`src/design/rsli_pkg.sv`:
```
// Shared constants and types for the RGB strip LUT grading block.
package rsli_pkg;

	localparam int TABLE_DEPTH = 256;
	localparam int IDX_W       = 8;
	localparam int ENTRY_W     = 8;
	localparam int PIX_W       = 18;
	localparam int OUT_W       = 17;

	localparam logic [IDX_W-1:0] IDX_MAX = IDX_W'(TABLE_DEPTH - 1);

	localparam logic REQ_LOAD  = 1'b0;
	localparam logic REQ_PIXEL = 1'b1;

	typedef struct packed {
		logic en;
		logic rd;
		logic wr;
	} lane_ctrl_t;

endpackage

```
`src/design/rsli_merge.sv`:
```
// Merge of the three lane results into one output beat, with skid buffer.
module rsli_merge (
	input  logic                       clk,
	input  logic                       arst_n,
	input  logic                       up_valid,
	input  logic [rsli_pkg::OUT_W-1:0] lane_red,
	input  logic [rsli_pkg::OUT_W-1:0] lane_green,
	input  logic [rsli_pkg::OUT_W-1:0] lane_blue,
	output logic                       take,
	output logic                       out_valid,
	input  logic                       out_ready,
	output logic [rsli_pkg::OUT_W-1:0] out_red,
	output logic [rsli_pkg::OUT_W-1:0] out_green,
	output logic [rsli_pkg::OUT_W-1:0] out_blue
);
	import rsli_pkg::*;

	logic             out_v_q, skid_v_q;
	logic [OUT_W-1:0] out_r_q, out_g_q, out_b_q;
	logic [OUT_W-1:0] skid_r_q, skid_g_q, skid_b_q;

	assign take = !skid_v_q;

	always_ff @(posedge clk or negedge arst_n) begin
		if (!arst_n) begin
			out_v_q  <= 1'b0;
			skid_v_q <= 1'b0;
		end else if (out_ready || !out_v_q) begin
			out_v_q  <= skid_v_q || up_valid;
			skid_v_q <= 1'b0;
		end else if (up_valid && !skid_v_q) begin
			skid_v_q <= 1'b1;
		end
	end

	always_ff @(posedge clk) begin
		if (out_ready || !out_v_q) begin
			if (skid_v_q) begin
				out_r_q <= skid_r_q;
				out_g_q <= skid_g_q;
				out_b_q <= skid_b_q;
			end else begin
				out_r_q <= lane_red;
				out_g_q <= lane_green;
				out_b_q <= lane_blue;
			end
		end else if (!skid_v_q) begin
			skid_r_q <= lane_red;
			skid_g_q <= lane_green;
			skid_b_q <= lane_blue;
		end
	end

	assign out_valid = out_v_q;
	assign out_red   = out_r_q;
	assign out_green = out_g_q;
	assign out_blue  = out_b_q;

	a_skid_needs_out: assert property (@(posedge clk) disable iff (!arst_n)
		skid_v_q |-> out_v_q)
		else $error("skid full with empty output");

	a_skid_fill: assert property (@(posedge clk) disable iff (!arst_n)
		$rose(skid_v_q) |-> $past(out_v_q && !out_ready && up_valid))
		else $error("skid filled without stalled output");

	a_skid_drain: assert property (@(posedge clk) disable iff (!arst_n)
		(skid_v_q && out_ready) |=> (out_v_q && !skid_v_q))
		else $error("skid beat lost on drain");

endmodule

```
`config.mk`:
```
export PLATFORM = sky130hd
export DESIGN_NAME = rsli_merge
export DESIGN_NICKNAME = d
export VERILOG_FILES = /design/src/design/rsli_pkg.sv /design/src/design/rsli_merge.sv
export SDC_FILE = /design/constraint.sdc
export NUM_CORES = 1
export LEC_CHECK = 0
export ABC_AREA = 1
export BUFFER_PORTS_ARGS = -buffer_cell sky130_fd_sc_hd__buf_2
export CORE_MARGIN = 1.5
export CORE_UTILIZATION = 27
export DETAILED_ROUTE_END_ITERATION = 7
export GPL_TIMING_DRIVEN = 0
export PLACE_DENSITY = 0.5
export SLEW_MARGIN = 10
export SYNTH_ARGS = -nofsm -noshare
export SYNTH_HDL_FRONTEND = slang
export SYNTH_SLANG_ARGS = --single-unit
```
`constraint.sdc`:
```
create_clock -name clk -period 4.4 [get_ports clk]
set_input_delay 0.66 -clock clk [delete_from_list [all_inputs] [get_ports clk]]
set_output_delay 0.66 -clock clk [all_outputs]
set_load 0.005 [all_outputs]
```
==> impl_metrics.toml <==
[run_status]
outcome = "completed"

[sta]
min_period_ps = 2170
finClkSkew_ps = 2.86
rsz0062_at_grt = "no"
clock.fmax_ghz = 0.460
min_period_over_period_pct = 49.4
finalHoldViolCount = 0
maxSlewViolCount = 0
setup-violations-final = 0
max_slew.worst_pin.slew_ps = 772
slew_headroom_pct = 48.5

[synthesis]
synth_edf_count = 102
avgSynthCellArea_sq_um = 14.2
synth_common_cells = "nand2_1, edfxtp_1, nand2_2"
async_flop_share_pct = 1.92
synth.distinct_cells = 10
synthCells = 275
synth_seq_cells = 104
synth.most_common_cell = "nand2_1"
synth_seq_area_share_pct = 79.9
synth.area.top_cells = "edfxtp_1, nand2_1, nand2_2, buf_6, dfrtp_1"
synth-warning-count = 0
ys.flop_type = "edfxtp_1"
synthesis.area_sq_mm = 0.00389
yosysTopAreaCell = "edfxtp_1"
synth.net_count = 330
synth_top_area_share_pct = 78.6

[route]
dr.pass1.iters = 4
drtIter0Drc = 94
drc = 0
ant_nets = 0
num_vias = 2314
routed_via_density = 4.00
wl_per_cell_um = 13.3
wl_um = 7670

[critical_path]
crit_path_end_kind = "flop"
cp_max_fo = 54
required_ps = 4440
arrival_ps = 2210
start_kind = "input pin"
criticalPathCategory = "in -> reg"

[cts]
cts_tree = "built"
cts_setup_buffers = 0
clockBufferDepth = 2
htree_levels = 3
postCtsHoldBufs = 0
clock_latency_ps = 340
clk_pin_slew_worst_paths_ps = 60
cts_made_buffers = 9
cts.sink_count = 104
clock-root-buffer = "clkbuf_16"
cts_resized = 0

[run]
maxCapViolCount = 0

[finish]
nNetsFinal = 449
fin_util_pct = 35.6
drive_above_1_share_pct = 38.4
final_cells = 578
diodes = 0
areaGrowthSynthToFinish_pct = 28.0

[pwr]
powerDensity_mw_per_mm2 = 457
power.total_uw = 2280
ir_worst_vdd_uv = 174
leakagePower_uw = 0.00215

[die]
initial_core_util_pct = 27.8
ioPinCount = 108
die_area_sq_mm = 0.0152
die_x_um = 123
row_count = 43
core_sq_mm = 0.0140
dieHeight_um = 123

[hold_path]
hp-class = "in -> async"

[place]
io_buffers = 107
place.gp.congestion = 0.666
placed_cells = 563
dpl.hpwl_um = 5000

[global_routing]
grt-ovfl-total = 0
grt_pass1_wl_um = 11900
antenna_found_initial = 0
track_usage_pct = 10.7
grt_pass1_vias = 2330
grt_max_degree = 55
## layer usage
metal / GRT usage, % / wire, um / vias up
li1: - / - / 1165
met2: 15.9 / 3390 / 76
met3: 2.95 / 484 / 14
met4: 6.18 / 201 / 0
met5: 0 / 0 / -
met1: 14.0 / 3600 / 1059
## flip-flops by register name (all words and copies together), names as in the netlist
name,count
skid_g_q,17
skid_r_q,17
skid_v_q,1
out_blue,17
out_green,17
skid_b_q,17
out_red,17
out_valid,1
## placed cells by master (no fill, tap or decap)
cell type	count
buf_12	3
buf_2	107
buf_4	4
buf_6	5
bufinv_16	2
clkbuf_1	1
clkbuf_16	9
clkinv_1	2
clkinv_2	1
dfrtp_1	2
edfxtp_1	102
inv_1	1
inv_2	1
inv_8	1
nand2_1	135
nand2_2	19
nand2_4	1
nor2_1	2
## logic make-up after synthesis
group,Yosys count,synth area share [%]
buffers and inverters,14,3.73
flip-flops,104,79.9
AND/OR/NAND/NOR,157,16.4
## final cells by class
type	instances	area (sq um)
inverter	3	18.8
clock buffer	10	229
tap	180	225
buffer	11	126
sequential	104	3110
fill	1416	9000
clock inverter	5	72.6
multi-input combinational	157	644
timing repair buffer	108	556
## report_power, final
group,internal [uW],switching (uW),leakage (uW)
Sequential,1210,24.4,0.00103
Combinational,92.4,132,0.000975
Clock,491,330,0.000147
## critical path, stage by stage
cell,delay (ps)
buf_2,100
inv_1,90
nand2_4,420
inv_2,620
buf_12,270
## per-stage QoR
step | hold WS, ps | setup TNS (ps) | worst slack, ps | instance area (sq um)
floorplan | 364 | 0 | 889 | 3890
global placement | 444 | -49740 | -980 | 4660
detailed placement | 449 | 0 | 1790 | 4680
CTS | 72.1 | 0 | 2170 | 4980
global route | 79.8 | 0 | 2060 | 4980
finish | 90.1 | 0 | 2230 | 4980
## path summary, 6_finish.rpt
path	start	end	slack, ps	cells after the start
setup / recovery	out_ready	skid_g_q[16]	2230	5
hold / removal	arst_n	out_valid	90	1
setup reg to reg	out_valid	skid_g_q[16]	2330	3
hold reg to reg	skid_b_q[11]	out_blue[11]	540	2
max in group asynchronous	arst_n	skid_v_q	4220	1
min in group clk	up_valid	out_valid	520	3
Power figures use the tool's default switching activity.
